==> config.mk <==
export PLATFORM = sky130hd
export DESIGN_NAME = websocket_frame_receiver_top
export DESIGN_NICKNAME = d
export VERILOG_FILES = /design/src/rtl/core/wsfr_pkg.sv /design/src/rtl/core/websocket_frame_receiver_top.sv /design/src/rtl/core/wsfr_parser.sv /design/src/rtl/core/wsfr_queue.sv /design/src/rtl/core/wsfr_output.sv
export SDC_FILE = /design/constraint.sdc
export NUM_CORES = 1
export LEC_CHECK = 0
export BUFFER_PORTS_ARGS = -buffer_cell sky130_fd_sc_hd__buf_4
export CORE_ASPECT_RATIO = 0.9
export CORE_UTILIZATION = 33
export DETAILED_ROUTE_END_ITERATION = 10
export PLACE_DENSITY = 0.56
export SYNTH_ARGS = -nofsm -noshare
export SYNTH_HDL_FRONTEND = slang
export SYNTH_SLANG_ARGS = --single-unit
==> constraint.sdc <==
create_clock -name clock -period 11.84 [get_ports clock]
set_input_delay 3.552 -clock clock [delete_from_list [all_inputs] [get_ports clock]]
set_output_delay 3.552 -clock clock [all_outputs]
set_load 0.005 [all_outputs]
==> src/rtl/core/wsfr_pkg.sv <==
// ----------------------------------------------------------------------------
// WebSocket frame receiver package
// Shared constants, codes and the queue entry type.
// ----------------------------------------------------------------------------
package wsfr_pkg;

   localparam int FRAME_LENGTH_BITS_DEF = 64;
   localparam int QUEUE_DEPTH           = 4;
   localparam int CSR_INDEX_W           = 2;

   localparam logic [31:0] MAX_MESSAGE_RESET = 32'(1024 * 1024 * 32);

   localparam logic [CSR_INDEX_W-1:0] REG_MAX_MESSAGE     = 2'd0;
   localparam logic [CSR_INDEX_W-1:0] REG_ACCEPT_UNMASKED = 2'd1;

   localparam logic [1:0] KIND_PAYLOAD = 2'd0;
   localparam logic [1:0] KIND_END     = 2'd1;
   localparam logic [1:0] KIND_PONG    = 2'd2;
   localparam logic [1:0] KIND_ERROR   = 2'd3;

   localparam logic CAUSE_NO_MASK  = 1'b0;
   localparam logic CAUSE_TOO_LONG = 1'b1;

   localparam logic [3:0] OP_CONT   = 4'd0;
   localparam logic [3:0] OP_TEXT   = 4'd1;
   localparam logic [3:0] OP_BINARY = 4'd2;
   localparam logic [3:0] OP_PING   = 4'd9;

   localparam logic [6:0] LEN_EXT16 = 7'd126;
   localparam logic [6:0] LEN_EXT64 = 7'd127;

   typedef struct packed {
      logic [1:0] kind;
      logic [7:0] raw_byte;
      logic [7:0] key_byte;
      logic [3:0] opcode;
      logic       msg_end;
      logic       cause;
   } entry_type;

endpackage

==> src/rtl/core/websocket_frame_receiver_top.sv <==
// ----------------------------------------------------------------------------
// WebSocket frame receiver
// A result beat is registered in the queue, then in the output register.
// Throughput: one byte per cycle; the parser updates its frame state on each
// accepted byte and only stalls when the four-beat queue is full.
// Reset: synchronous; parser returns to the first header byte, queue empties,
// limits return to 32 MiB and mask required. No clearing pass.
// ----------------------------------------------------------------------------
module websocket_frame_receiver_top #(
   parameter int FRAME_LENGTH_BITS = wsfr_pkg::FRAME_LENGTH_BITS_DEF
) (
   input  logic                             clock,
   input  logic                             reset,
   input  logic                             req_valid,
   output logic                             req_stall,
   input  logic [7:0]                       req_stream_byte,
   output logic                             rsp_valid,
   input  logic                             rsp_stall,
   output logic [1:0]                       rsp_result_kind,
   output logic [7:0]                       rsp_payload_byte,
   output logic [3:0]                       rsp_message_opcode,
   output logic                             rsp_message_end,
   output logic                             rsp_error_cause,
   input  logic                             csr_valid,
   output logic                             csr_ready,
   input  logic [wsfr_pkg::CSR_INDEX_W-1:0] csr_index,
   input  logic [31:0]                      csr_wdata
);
   import wsfr_pkg::*;

   logic [31:0] max_msg_ff;
   logic        acc_unmasked_ff;
   logic        push;
   entry_type   push_entry;
   logic        pop;
   logic        full;
   logic        head_valid;
   entry_type   head_entry;

   assign csr_ready = 1'b1;
   assign req_stall = full;

   always_ff @(posedge clock) begin
      if (reset) begin
         max_msg_ff      <= MAX_MESSAGE_RESET;
         acc_unmasked_ff <= 1'b0;
      end else if (csr_valid && csr_ready) begin
         if (csr_index == REG_MAX_MESSAGE) begin
            max_msg_ff <= csr_wdata;
         end else if (csr_index == REG_ACCEPT_UNMASKED) begin
            acc_unmasked_ff <= csr_wdata[0];
         end
      end
   end

   wsfr_parser #(
      .FRAME_LENGTH_BITS(FRAME_LENGTH_BITS)
   ) u_parser (
      .clock             (clock),
      .reset             (reset),
      .req_valid         (req_valid),
      .req_stream_byte   (req_stream_byte),
      .queue_full        (full),
      .max_message_bytes (max_msg_ff),
      .accept_unmasked   (acc_unmasked_ff),
      .push              (push),
      .push_entry        (push_entry)
   );

   wsfr_queue u_queue (
      .clock      (clock),
      .reset      (reset),
      .push       (push),
      .push_entry (push_entry),
      .pop        (pop),
      .full       (full),
      .head_valid (head_valid),
      .head_entry (head_entry)
   );

   wsfr_output u_output (
      .clock              (clock),
      .reset              (reset),
      .head_valid         (head_valid),
      .head_entry         (head_entry),
      .pop                (pop),
      .rsp_valid          (rsp_valid),
      .rsp_stall          (rsp_stall),
      .rsp_result_kind    (rsp_result_kind),
      .rsp_payload_byte   (rsp_payload_byte),
      .rsp_message_opcode (rsp_message_opcode),
      .rsp_message_end    (rsp_message_end),
      .rsp_error_cause    (rsp_error_cause)
   );

endmodule

==> src/rtl/core/wsfr_parser.sv <==
// ----------------------------------------------------------------------------
// WebSocket frame receiver parser
// Front end: walks the frame header, tracks message size and opcode, and
// pushes one classified beat per byte that causes a result.
// ----------------------------------------------------------------------------
module wsfr_parser #(
   parameter int FRAME_LENGTH_BITS = 64
) (
   input  logic                 clock,
   input  logic                 reset,
   input  logic                 req_valid,
   input  logic [7:0]           req_stream_byte,
   input  logic                 queue_full,
   input  logic [31:0]          max_message_bytes,
   input  logic                 accept_unmasked,
   output logic                 push,
   output wsfr_pkg::entry_type  push_entry
);
   import wsfr_pkg::*;

   localparam int LW    = FRAME_LENGTH_BITS;
   localparam int CMP_W = (LW > 32) ? LW : 32;

   typedef enum logic [2:0] {
      PH_HEAD1,
      PH_HEAD2,
      PH_EXTLEN,
      PH_MASK,
      PH_PAYLOAD
   } phase_type;

   phase_type   phase_ff, phase_in;
   logic [4:0]  flags_ff, flags_in;
   logic        masked_ff, masked_in;
   logic [LW-1:0] shift_ff, shift_in;
   logic [3:0]  left_ff, left_in;
   logic [31:0] key_ff, key_in;
   logic [LW-1:0] pl_ff, pl_in;
   logic [1:0]  idx_ff, idx_in;
   logic [31:0] msg_ff, msg_in;
   logic [3:0]  cur_op_ff, cur_op_in;
   logic        closed_ff, closed_in;

   logic          accept;
   logic          do_len;
   logic          do_begin;
   logic [LW-1:0] len_val;
   logic [LW-1:0] shift_next;
   logic [LW-1:0] begin_pl;
   logic [CMP_W-1:0] len_cmp;
   logic [32:0]   sum_cmp;
   logic          too_long;
   logic [3:0]    op;
   logic [6:0]    len7;

   assign accept = req_valid && !queue_full;
   assign op     = flags_ff[3:0];
   assign len7   = req_stream_byte[6:0];

   always_comb begin
      phase_in   = phase_ff;
      flags_in   = flags_ff;
      masked_in  = masked_ff;
      shift_in   = shift_ff;
      left_in    = left_ff;
      key_in     = key_ff;
      pl_in      = pl_ff;
      idx_in     = idx_ff;
      msg_in     = msg_ff;
      cur_op_in  = cur_op_ff;
      closed_in  = closed_ff;
      push       = 1'b0;
      push_entry = '{kind: KIND_PAYLOAD, raw_byte: 8'd0, key_byte: 8'd0,
                     opcode: cur_op_ff, msg_end: 1'b0, cause: 1'b0};
      do_len     = 1'b0;
      do_begin   = 1'b0;
      len_val    = '0;
      shift_next = '1;
      if (shift_ff[LW-1 -: 8] == 8'd0) begin
         shift_next = {shift_ff[LW-9:0], req_stream_byte};
      end
      if (accept && !closed_ff) begin
         case (phase_ff)
            PH_HEAD1: begin
               flags_in = {req_stream_byte[7], req_stream_byte[3:0]};
               phase_in = PH_HEAD2;
            end
            PH_HEAD2: begin
               masked_in = req_stream_byte[7];
               phase_in  = PH_HEAD1;
               if (op == OP_PING) begin
                  push            = 1'b1;
                  push_entry.kind = KIND_PONG;
               end else if (op == OP_CONT || op == OP_TEXT || op == OP_BINARY) begin
                  if (!accept_unmasked && !req_stream_byte[7]) begin
                     closed_in        = 1'b1;
                     push             = 1'b1;
                     push_entry.kind  = KIND_ERROR;
                     push_entry.cause = CAUSE_NO_MASK;
                  end else begin
                     key_in   = '0;
                     idx_in   = '0;
                     shift_in = '0;
                     if (len7 == LEN_EXT16) begin
                        left_in  = 4'd2;
                        phase_in = PH_EXTLEN;
                     end else if (len7 == LEN_EXT64) begin
                        left_in  = 4'd8;
                        phase_in = PH_EXTLEN;
                     end else begin
                        len_val = LW'(len7);
                        do_len  = 1'b1;
                     end
                  end
               end
            end
            PH_EXTLEN: begin
               shift_in = shift_next;
               left_in  = left_ff - 4'd1;
               if (left_ff == 4'd1) begin
                  len_val = shift_next;
                  do_len  = 1'b1;
               end
            end
            PH_MASK: begin
               key_in  = {key_ff[23:0], req_stream_byte};
               left_in = left_ff - 4'd1;
               if (left_ff == 4'd1) begin
                  do_begin = 1'b1;
               end
            end
            PH_PAYLOAD: begin
               push                = 1'b1;
               push_entry.raw_byte = req_stream_byte;
               push_entry.key_byte = key_ff[(2'd3 - idx_ff) * 8 +: 8];
               push_entry.msg_end  = (pl_ff == LW'(1)) && flags_ff[4];
               idx_in = idx_ff + 2'd1;
               pl_in  = pl_ff - LW'(1);
               if (pl_ff == LW'(1)) begin
                  phase_in = PH_HEAD1;
                  if (flags_ff[4]) begin
                     msg_in    = '0;
                     cur_op_in = OP_CONT;
                  end
               end
            end
            default: begin
               phase_in = PH_HEAD1;
            end
         endcase
      end

      len_cmp  = CMP_W'(len_val);
      sum_cmp  = {1'b0, msg_ff} + {1'b0, len_cmp[31:0]};
      too_long = (len_cmp >= CMP_W'(max_message_bytes)) ||
                 (sum_cmp >= {1'b0, max_message_bytes});
      if (do_len) begin
         if (too_long) begin
            closed_in        = 1'b1;
            push             = 1'b1;
            push_entry.kind  = KIND_ERROR;
            push_entry.cause = CAUSE_TOO_LONG;
         end else begin
            msg_in = sum_cmp[31:0];
            pl_in  = len_val;
            if (cur_op_ff == OP_CONT && op != OP_CONT) begin
               cur_op_in = op;
            end
            if (masked_in) begin
               left_in  = 4'd4;
               phase_in = PH_MASK;
            end else begin
               do_begin = 1'b1;
            end
         end
      end

      begin_pl = do_len ? len_val : pl_ff;
      if (do_begin) begin
         if (begin_pl == '0) begin
            phase_in = PH_HEAD1;
            if (flags_ff[4]) begin
               push              = 1'b1;
               push_entry.kind   = KIND_END;
               push_entry.msg_end = 1'b1;
               push_entry.opcode = cur_op_in;
               msg_in            = '0;
               cur_op_in         = OP_CONT;
            end
         end else begin
            phase_in = PH_PAYLOAD;
         end
      end
   end

   always_ff @(posedge clock) begin
      if (reset) begin
         phase_ff  <= PH_HEAD1;
         flags_ff  <= '0;
         masked_ff <= 1'b0;
         shift_ff  <= '0;
         left_ff   <= '0;
         key_ff    <= '0;
         pl_ff     <= '0;
         idx_ff    <= '0;
         msg_ff    <= '0;
         cur_op_ff <= OP_CONT;
         closed_ff <= 1'b0;
      end else begin
         phase_ff  <= phase_in;
         flags_ff  <= flags_in;
         masked_ff <= masked_in;
         shift_ff  <= shift_in;
         left_ff   <= left_in;
         key_ff    <= key_in;
         pl_ff     <= pl_in;
         idx_ff    <= idx_in;
         msg_ff    <= msg_in;
         cur_op_ff <= cur_op_in;
         closed_ff <= closed_in;
      end
   end

endmodule

==> src/rtl/core/wsfr_queue.sv <==
// ----------------------------------------------------------------------------
// WebSocket frame receiver queue
// Short FIFO of classified beats between the parser and the output stage.
// ----------------------------------------------------------------------------
module wsfr_queue (
   input  logic                 clock,
   input  logic                 reset,
   input  logic                 push,
   input  wsfr_pkg::entry_type  push_entry,
   input  logic                 pop,
   output logic                 full,
   output logic                 head_valid,
   output wsfr_pkg::entry_type  head_entry
);
   import wsfr_pkg::*;

   localparam int PTR_W = $clog2(QUEUE_DEPTH);
   localparam int CNT_W = $clog2(QUEUE_DEPTH + 1);

   entry_type        mem_ff [QUEUE_DEPTH];
   logic [PTR_W-1:0] wr_ptr_ff, wr_ptr_in;
   logic [PTR_W-1:0] rd_ptr_ff, rd_ptr_in;
   logic [CNT_W-1:0] count_ff, count_in;
   logic             do_push;
   logic             do_pop;

   assign full       = (count_ff == CNT_W'(QUEUE_DEPTH));
   assign head_valid = (count_ff != '0);
   assign head_entry = mem_ff[rd_ptr_ff];
   assign do_push    = push && !full;
   assign do_pop     = pop && head_valid;

   always_comb begin
      wr_ptr_in = do_push ? wr_ptr_ff + PTR_W'(1) : wr_ptr_ff;
      rd_ptr_in = do_pop  ? rd_ptr_ff + PTR_W'(1) : rd_ptr_ff;
      count_in  = count_ff;
      if (do_push && !do_pop) begin
         count_in = count_ff + CNT_W'(1);
      end else if (do_pop && !do_push) begin
         count_in = count_ff - CNT_W'(1);
      end
   end

   always_ff @(posedge clock) begin
      if (do_push) begin
         mem_ff[wr_ptr_ff] <= push_entry;
      end
   end

   always_ff @(posedge clock) begin
      if (reset) begin
         wr_ptr_ff <= '0;
         rd_ptr_ff <= '0;
         count_ff  <= '0;
      end else begin
         wr_ptr_ff <= wr_ptr_in;
         rd_ptr_ff <= rd_ptr_in;
         count_ff  <= count_in;
      end
   end

endmodule

==> src/rtl/core/wsfr_output.sv <==
// ----------------------------------------------------------------------------
// WebSocket frame receiver output stage
// Back end: unmasks payload beats and holds the result register.
// ----------------------------------------------------------------------------
module wsfr_output (
   input  logic                 clock,
   input  logic                 reset,
   input  logic                 head_valid,
   input  wsfr_pkg::entry_type  head_entry,
   output logic                 pop,
   output logic                 rsp_valid,
   input  logic                 rsp_stall,
   output logic [1:0]           rsp_result_kind,
   output logic [7:0]           rsp_payload_byte,
   output logic [3:0]           rsp_message_opcode,
   output logic                 rsp_message_end,
   output logic                 rsp_error_cause
);
   import wsfr_pkg::*;

   logic       valid_ff, valid_in;
   logic [1:0] kind_ff;
   logic [7:0] byte_ff;
   logic [3:0] opcode_ff;
   logic       end_ff;
   logic       cause_ff;

   assign pop      = head_valid && (!valid_ff || !rsp_stall);
   assign valid_in = pop || (valid_ff && rsp_stall);

   always_ff @(posedge clock) begin
      if (reset) begin
         valid_ff <= 1'b0;
      end else begin
         valid_ff <= valid_in;
      end
      if (pop) begin
         kind_ff   <= head_entry.kind;
         byte_ff   <= head_entry.raw_byte ^ head_entry.key_byte;
         opcode_ff <= head_entry.opcode;
         end_ff    <= head_entry.msg_end;
         cause_ff  <= head_entry.cause;
      end
   end

   assign rsp_valid          = valid_ff;
   assign rsp_result_kind    = kind_ff;
   assign rsp_payload_byte   = byte_ff;
   assign rsp_message_opcode = opcode_ff;
   assign rsp_message_end    = end_ff;
   assign rsp_error_cause    = cause_ff;

endmodule

---- Word-level counts from Yosys, hierarchy flattened ----
Memories as Yosys holds them, arrays and structs flattened. A register that Yosys moved wholly into a read port is not among the register bits.
Cells that the tools add are included.
word-level totals
  ROM bits ................................ 0
  register bits ........................... 269
  RAM bits ................................ 96
  input port bits ......................... 47
  memories ................................ 1
  bits in latches ......................... 0
memory list
  name            depth  bits a word  read ports  clocked after memory_dff  write ports  line              source
  u_queue.mem_ff  4      24           1           1                         1            wsfr_queue.sv:20  entry_type mem_ff [QUEUE_DEPTH];
operators by class
  div/mod/pow operators ................... 0
  bitwise logic cells ..................... 2
  multipliers ............................. 0
  $lt $le $gt $ge ......................... 2
  $add $sub $neg .......................... 9
  reduce and logical (&&, ||, !) cells .... 43
  eq/ne operators ......................... 16
  muxes and demuxes ....................... 124
  shift operators ......................... 1
operators with widths
  operator                                              count
  2-to-1 mux 64 bit                                     14
  2-to-1 mux 32 bit                                     12
  case mux 64 bit (2 select lines)                      2
  2-to-1 mux 4 bit                                      19
  equality test 64 x 1 -> 1 bit, second input constant  1
  greater-or-equal comparator 64 x 32 -> 1 bit          1
  logical NOT 64 bit                                    1
  case mux 32 bit (2 select lines)                      1
  subtractor 64 x 1 -> 64 bit, second input constant    1
  2-to-1 mux 3 bit                                      13
  2-to-1 mux 1 bit                                      35
  adder 32 x 32 -> 33 bit                               1
  greater-or-equal comparator 33 x 32 -> 1 bit          1
  indexed part select 32 x 33 -> 8 bit                  1
  2-to-1 mux 2 bit                                      16
  2-to-1 mux 18 bit                                     1
  2-to-1 mux 16 bit                                     1
  2-to-1 mux 5 bit                                      3
  AND reduction 5 bit                                   3
  equality test 7 bit, second input constant            2
  2-to-1 mux 7 bit                                      2
  case mux 3 bit (4 select lines)                       1
  logical AND 1 bit                                     11
  equality test 4 x 1 -> 1 bit, second input constant   2
  30 further kinds                                      52

---- Longest topological paths before layout ----
  depth in word-level cells ............... 21
  depth in mapped cells ................... 36
  mapped depth without buffers ............ 33

---- Cells and area by module ----
From an unflattened synthesis, not the netlist that was laid out.
unflattened totals
  cell total of the unflattened synthesis .. 2003
  area total of the unflattened synthesis .. 18815.5 um^2
by module, submodules not included
  module                        cells an instance  area an instance (um^2)  times used  seq. area each (um^2)
  wsfr_parser                   1655               12727.2                  1           4244.1
  wsfr_queue                    174                3978.8                   1           3062.9
  websocket_frame_receiver_top  146                1522.7                   1           660.6
  wsfr_output                   28                 586.8                    1           500.5

---- Worst setup path after synthesis ----
OpenSTA, ideal clock, no wires.
  kind .................................... input to register
  from .................................... input req_valid
  to ...................................... register u_queue.count_ff[2]
  cell stages on the path ................. 31
  arrival ................................. 10.150 ns
  library setup time ...................... 0.070 ns
  slack ................................... 1.620 ns
  path buffers ............................ 3
  cells stage by stage .................... nand2b_1 or4_1 clkbuf_1 buf_1 nor2_1 ha_1 a21o_1 a221oi_1 a2bb2oi_1 nand3_1 a2111oi_1 nor3_1 or4b_2 and4_1 ha_1 nand2_1 o21ai_0 a211oi_1 o32ai_1 nor3_1 and4_1 clkbuf_1 a21o_1 a311oi_2 inv_1 ha_1 inv_1 fa_1 xor2_1 or3_1 a21oi_1
on the way
  longest elaborated chain between the ends .. 15
  elaborated cells on any way between the ends .. 27
  classes of those cells .................. 1 x add/sub; 2 x order compare; 15 x mux; 9 x reduce/logical
RTL lines
  what                                          line                                source
  from (decl)                                   websocket_frame_receiver_top.sv:14  input logic req_valid,
  logical AND 1 bit (*)                         wsfr_parser.sv:56                   assign accept = req_valid && !queue_full;
  logical AND 1 bit (*)                         wsfr_parser.sv:82                   if (accept && !closed_ff) begin
  2-to-1 mux 64 bit                             wsfr_parser.sv:82
  adder 32 x 32 -> 33 bit                       wsfr_parser.sv:154                  sum_cmp = {1'b0, msg_ff} + {1'b0, len_cmp[31:0]};
  greater-or-equal comparator 33 x 32 -> 1 bit  wsfr_parser.sv:156                  (sum_cmp >= {1'b0, max_message_bytes});
  logical OR 1 bit                              wsfr_parser.sv:155                  too_long = (len_cmp >= CMP_W'(max_message_bytes)) ||
  2-to-1 mux 1 bit                              wsfr_parser.sv:158                  if (too_long) begin
  2-to-1 mux 1 bit                              wsfr_parser.sv:157                  if (do_len) begin
  2-to-1 mux 1 bit                              wsfr_parser.sv:182                  if (flags_ff[4]) begin
  2-to-1 mux 1 bit                              wsfr_parser.sv:180                  if (begin_pl == '0) begin
  2-to-1 mux 1 bit (*)                          wsfr_parser.sv:179                  if (do_begin) begin
  logical AND 1 bit (*)                         wsfr_queue.sv:30                    assign do_push = push && !full;
  named net u_queue.do_push                     wsfr_queue.sv:24                    logic do_push;
  logical NOT 1 bit                             wsfr_queue.sv:39                    end else if (do_pop && !do_push) begin
  logical AND 1 bit                             wsfr_queue.sv:39
  nonzero test 2 bit (no source line)           --
  to (signal assigned)                          wsfr_queue.sv:58                    count_ff <= count_in;
  to (decl)                                     wsfr_queue.sv:23                    logic [CNT_W-1:0] count_ff, count_in;
Mark *: on every way through the listed nets, which the timed path passes. The rest lies on a longest branch.
A chain may end at the register's enable or synchronous reset.

---- Final worst setup path ----
  from .................................... input req_stream_byte[7]
  to ...................................... register u_queue.count_ff[2]
on the way
  longest elaborated chain between the ends .. 19
  elaborated cells on any way between the ends .. 41
  classes of those cells .................. 1 x add/sub; 2 x order compare; 29 x mux; 9 x reduce/logical
RTL lines
  what                                 line                                source
  from (decl)                          websocket_frame_receiver_top.sv:16  input logic [7:0] req_stream_byte,
  logical NOT 1 bit                    wsfr_parser.sv:95                   if (!accept_unmasked && !req_stream_byte[7]) begin
  logical AND 1 bit                    wsfr_parser.sv:95
  2-to-1 mux 64 bit                    wsfr_parser.sv:95
  2-to-1 mux 64 bit                    wsfr_parser.sv:94                   end else if (op == OP_CONT || op == OP_TEXT || op == OP_BINARY) begin
  2-to-1 mux 64 bit                    wsfr_parser.sv:91                   if (op == OP_PING) begin
  case mux 64 bit (2 select lines)     wsfr_parser.sv:83                   case (phase_ff)
  2-to-1 mux 64 bit                    wsfr_parser.sv:82
  adder 32 x 32 -> 33 bit              wsfr_parser.sv:154
  (+4 left out)                        --
  2-to-1 mux 1 bit                     wsfr_parser.sv:182
  2-to-1 mux 1 bit                     wsfr_parser.sv:180
  2-to-1 mux 1 bit (*)                 wsfr_parser.sv:179
  logical AND 1 bit (*)                wsfr_queue.sv:30
  named net u_queue.do_push            wsfr_queue.sv:24
  logical NOT 1 bit                    wsfr_queue.sv:39
  logical AND 1 bit                    wsfr_queue.sv:39
  nonzero test 2 bit (no source line)  --
Marked as above.

==> metrics.log <==
INFO  metric outcome = completed
INFO  metric syn_nets = 2,213
INFO  metric floorplan.die_area = 57,750 um^2
INFO  metric route.antenna.remaining_nets = 0
INFO  metric synth.mux.area_fraction = 3.531%
INFO  metric power.ir.vdd_worst = 93.55 uV
INFO  metric fin_total_pwr = 3.158 mW
INFO  metric hold_buffers = 0
INFO  metric postSynth.topFlopCell = dfxtp_1
INFO  metric fin_skew = 0.02838 ns
INFO  metric layout-drive-gt1-share = 10.14%
INFO  metric pre_cts_slack = 0.6742 ns
INFO  metric syn2layout_area_growth = 14.08%
INFO  metric critical_path.reg2reg.endpoint = u_queue.count_ff[2]
INFO  metric post_synth_and_or_nand_nor_area_fraction = 20.25%
INFO  metric worstSetupPathType = in2reg
INFO  metric grt_antenna_before_repair = 0
INFO  metric total_length_of_routed_wires = 49,590 um
INFO  metric post-cts-setup-buffers = 0
INFO  metric cts_made_buffers = 41
INFO  metric worst_hold_slack = 0.4485 ns
INFO  metric synth_sequential_area_ratio = 45.18%
INFO  metric fin_ws = 1.138 ns
INFO  metric insertion_delay = 0.59 ns
INFO  metric min_from = u_parser.key_ff[25]
INFO  metric cpPeakStageDelay = 0.65 ns
INFO  metric synth.cells.most_frequent = dfxtp_1, nor2_1, a21oi_1
INFO  metric post_cts.resized_instances = 0
INFO  metric cts_sinks = 367
INFO  metric critical_path_arrival = 11.20 ns
INFO  metric yosys_register_bits = 367
INFO  metric cts.reportedPaths.clkPinSlew = 0.06 ns
INFO  metric seq_area = 8468 um^2
INFO  metric dr.pass1.iters = 5
INFO  metric timing.critical_path.fanout_max = 8
INFO  metric detailedRoute.firstIterationViolations = 1,212
INFO  metric share_of_yosys_cell_area_claimed_by_the_top_area_cell_type = 27.24%
INFO  metric main_combinational_cell_family_by_area_after_synthesis = simple AND/OR/NAND/NOR gates
INFO  metric timing.final.max_slew_violations = 0
INFO  metric min_path_type = reg2reg
INFO  metric netlist_top_cells_area = dfxtp_1, edfxtp_1, ha_1
INFO  metric critical_path.reg2reg.startpoint = u_parser.phase_ff[1]
INFO  metric critPathMostFrequentCell = ha_1
INFO  metric library_cell_contributing_the_largest_single_delay_on_the_critical_path = or4b_2
INFO  metric worstMarginPinSlew = 0.9750 ns
INFO  metric finalHoldViolCount = 0
INFO  metric htreeDepth = 2
INFO  metric floorplan.initialDensity = 33.52%
INFO  metric worstHoldEndpoint = u_parser.key_ff[25]
INFO  metric count_of_buffers_inserted_at_the_top_level_ports = 64
INFO  metric number_of_synthesized_flops_with_an_enable_pin = 112
INFO  metric setup.reg_to_reg.worst_slack = 3.08 ns
INFO  metric yosys.area_share.adder = 7.223%
INFO  metric multi_input_comb_area = 9613 um^2
INFO  metric reg2reg_depth = 29
INFO  metric cp-start-kind = input port
INFO  metric drc = 0
INFO  metric gp_congestion = 0.8795
INFO  metric die_width = 253.2 um
INFO  metric worstPathRequired = 12.33 ns
INFO  metric rsz_0062_raised_after_global_routing = false
INFO  metric power_density_over_cell_area = 147.7 nW/um^2
INFO  metric min_period = 10.70 ns
INFO  metric yosys.cell_types.count = 82
INFO  metric grt_pass1_vias = 14,360
INFO  metric synth_area_leader_cell = dfxtp_1
INFO  metric grt-ovfl-total = 0
INFO  metric die_h = 228.1 um
INFO  metric synth.yosys.warnings = 0
INFO  metric leakage = 8.054 nW
INFO  metric syn_area = 18,740 um^2
INFO  metric n_antenna_cell = 0
INFO  metric clock.fmax = 93.44 MHz
INFO  metric grt_first_pass_wirelength = 79,140 um
INFO  metric synth_most_common_cell = dfxtp_1
INFO  metric synth_async_reset_ratio = 0%
INFO  metric synth_area_per_cell = 9.103 um^2
INFO  metric dp_hpwl = 35,110 um
INFO  metric final_net_count = 2,234
INFO  metric combined_global_route_utilization_of_all_metal_layers = 17.15%
INFO  metric timing.slew.headroom = 35.00%
INFO  metric tritoncts_clock_tree = done
INFO  metric vias = 15,040
INFO  metric fin_setup_tns = 0 ns
INFO  metric drv.max_cap_violation_count = 0
INFO  metric synthesized_area_fraction_occupied_by_ao_oa_aoi_and_oai_cells = 14.58%
INFO  metric number_of_buffers_on_the_longest_clock_path = 3
INFO  metric routedWlPerCell = 17.30 um
INFO  metric setup.worst_path.end_class = flip-flop
INFO  metric rows = 82
INFO  metric pin_count_of_the_biggest_net_entering_global_routing = 123
INFO  metric holdPathStages = 2
INFO  metric root_cell_of_the_clock_tree = clkbuf_16
INFO  metric vias_per_cell = 5.248
INFO  metric io_pins = 66
INFO  metric core = 55,920 um^2
INFO  metric syn_inst = 2,059
INFO  metric setup-violations-final = 0
INFO  metric final_layout_fill_cell_count = 5,626
INFO  metric synth_xor_xnor_area_share = 5.561%
INFO  metric post-route-period-util = 90.39%
[where the power goes]
part	switching [mW]	leakage [nW]	internal, mW	total [mW]
Sequential	0.0453	3.19	1.37	1.41
Combinational	0.250	4.19	0.176	0.427
Clock	0.547	0.682	0.770	1.32
[cell usage in the layout, fill, tap and decap left out, types with 20 or more instances in the layout]
| cell | instances |
|---|---|
| o21ai_0 | 36 |
| xnor2_1 | 50 |
| and2_1 | 26 |
| nand4_1 | 27 |
| dfxtp_1 | 255 |
| nand3_1 | 78 |
| nand2_1 | 222 |
| xor2_1 | 69 |
| buf_4 | 96 |
| clkbuf_16 | 41 |
| edfxtp_1 | 112 |
| nor4_1 | 35 |
| a211oi_1 | 20 |
| o211ai_1 | 44 |
| ha_1 | 105 |
| nor2_1 | 249 |
| mux4_2 | 24 |
| inv_1 | 57 |
| nor3_1 | 67 |
| a21oi_1 | 234 |
[critical path: cells and delay by family]
kind / cells / cell delay (ns)
adder cells (fa/ha/maj): 4 / 1.22
AO/OA/AOI/OAI: 12 / 3.00
XOR/XNOR: 1 / 0.15
AND/OR/NAND/NOR: 11 / 2.70
buffers and inverters: 4 / 0.56
[area by class of cell]
class                   count  share of cell area (%)
multi-input cells        1516                   44.96
flip-flops and latches    367                   39.60
clock buffers              49                   5.032
well taps                 756                   4.424
repair buffers             97                   3.423
clock inverters            24                   1.557
inverters                  57                   1.001
[worst max-delay path by stage]
stage	startpoint	cells past startpoint	slack [ns]	endpoint
floorplan	req_valid	31	1.62	u_queue.count_ff[2]
global placement	req_valid	30	0.80	u_queue.count_ff[2]
detailed placement	req_valid	30	0.67	u_queue.count_ff[2]
CTS	req_valid	30	1.26	u_queue.count_ff[2]
global route	req_stream_byte[7]	32	0.51	u_queue.count_ff[2]
finish	req_stream_byte[7]	32	1.14	u_queue.count_ff[2]
[registers in the layout, indices dropped and copies added (netlist names), 3 cells and up, named ones only]
| name | cells |
|---|---|
| u_parser.key_ff | 32 |
| u_parser.pl_ff | 64 |
| u_parser.phase_ff | 3 |
| max_msg_ff | 32 |
| u_output.rsp_payload_byte | 8 |
| u_parser.flags_ff | 5 |
| u_parser.msg_ff | 32 |
| u_queue.mem_ff | 96 |
| u_queue.count_ff | 3 |
| u_parser.left_ff | 4 |
| u_output.rsp_message_opcode | 4 |
| u_parser.shift_ff | 64 |
| u_parser.cur_op_ff | 4 |
[cells by family (layout without fill, tap and decap cells)]
group	Yosys count	count (layout)
xor+xnor	119	119
simple gates	807	807
other cells	1	1
flops	367	367
compound gates	446	446
fa+ha+maj	107	107
mux	36	36
buf+inv	176	227
[layer usage]
layer	GRT usage (%)	vias to the layer above	routed length, um
li1	-	7429	-
met1	24.46	7238	24190
met2	26.43	307	22090
met3	3.081	67	2274
met4	4.659	0	1032
met5	0	-	0
[per-stage QoR]
stage	instance area, um^2	util, %	std cells
6_report	21380	38.24	2866
5_1_grt	21380	38.24	2866
4_1_cts	21380	38.24	2866
3_5_place_dp	19970	35.72	2793
3_3_place_gp	19970	35.72	2793
2_1_floorplan	18740	-	2059
(Power assumes the default switching activity.)
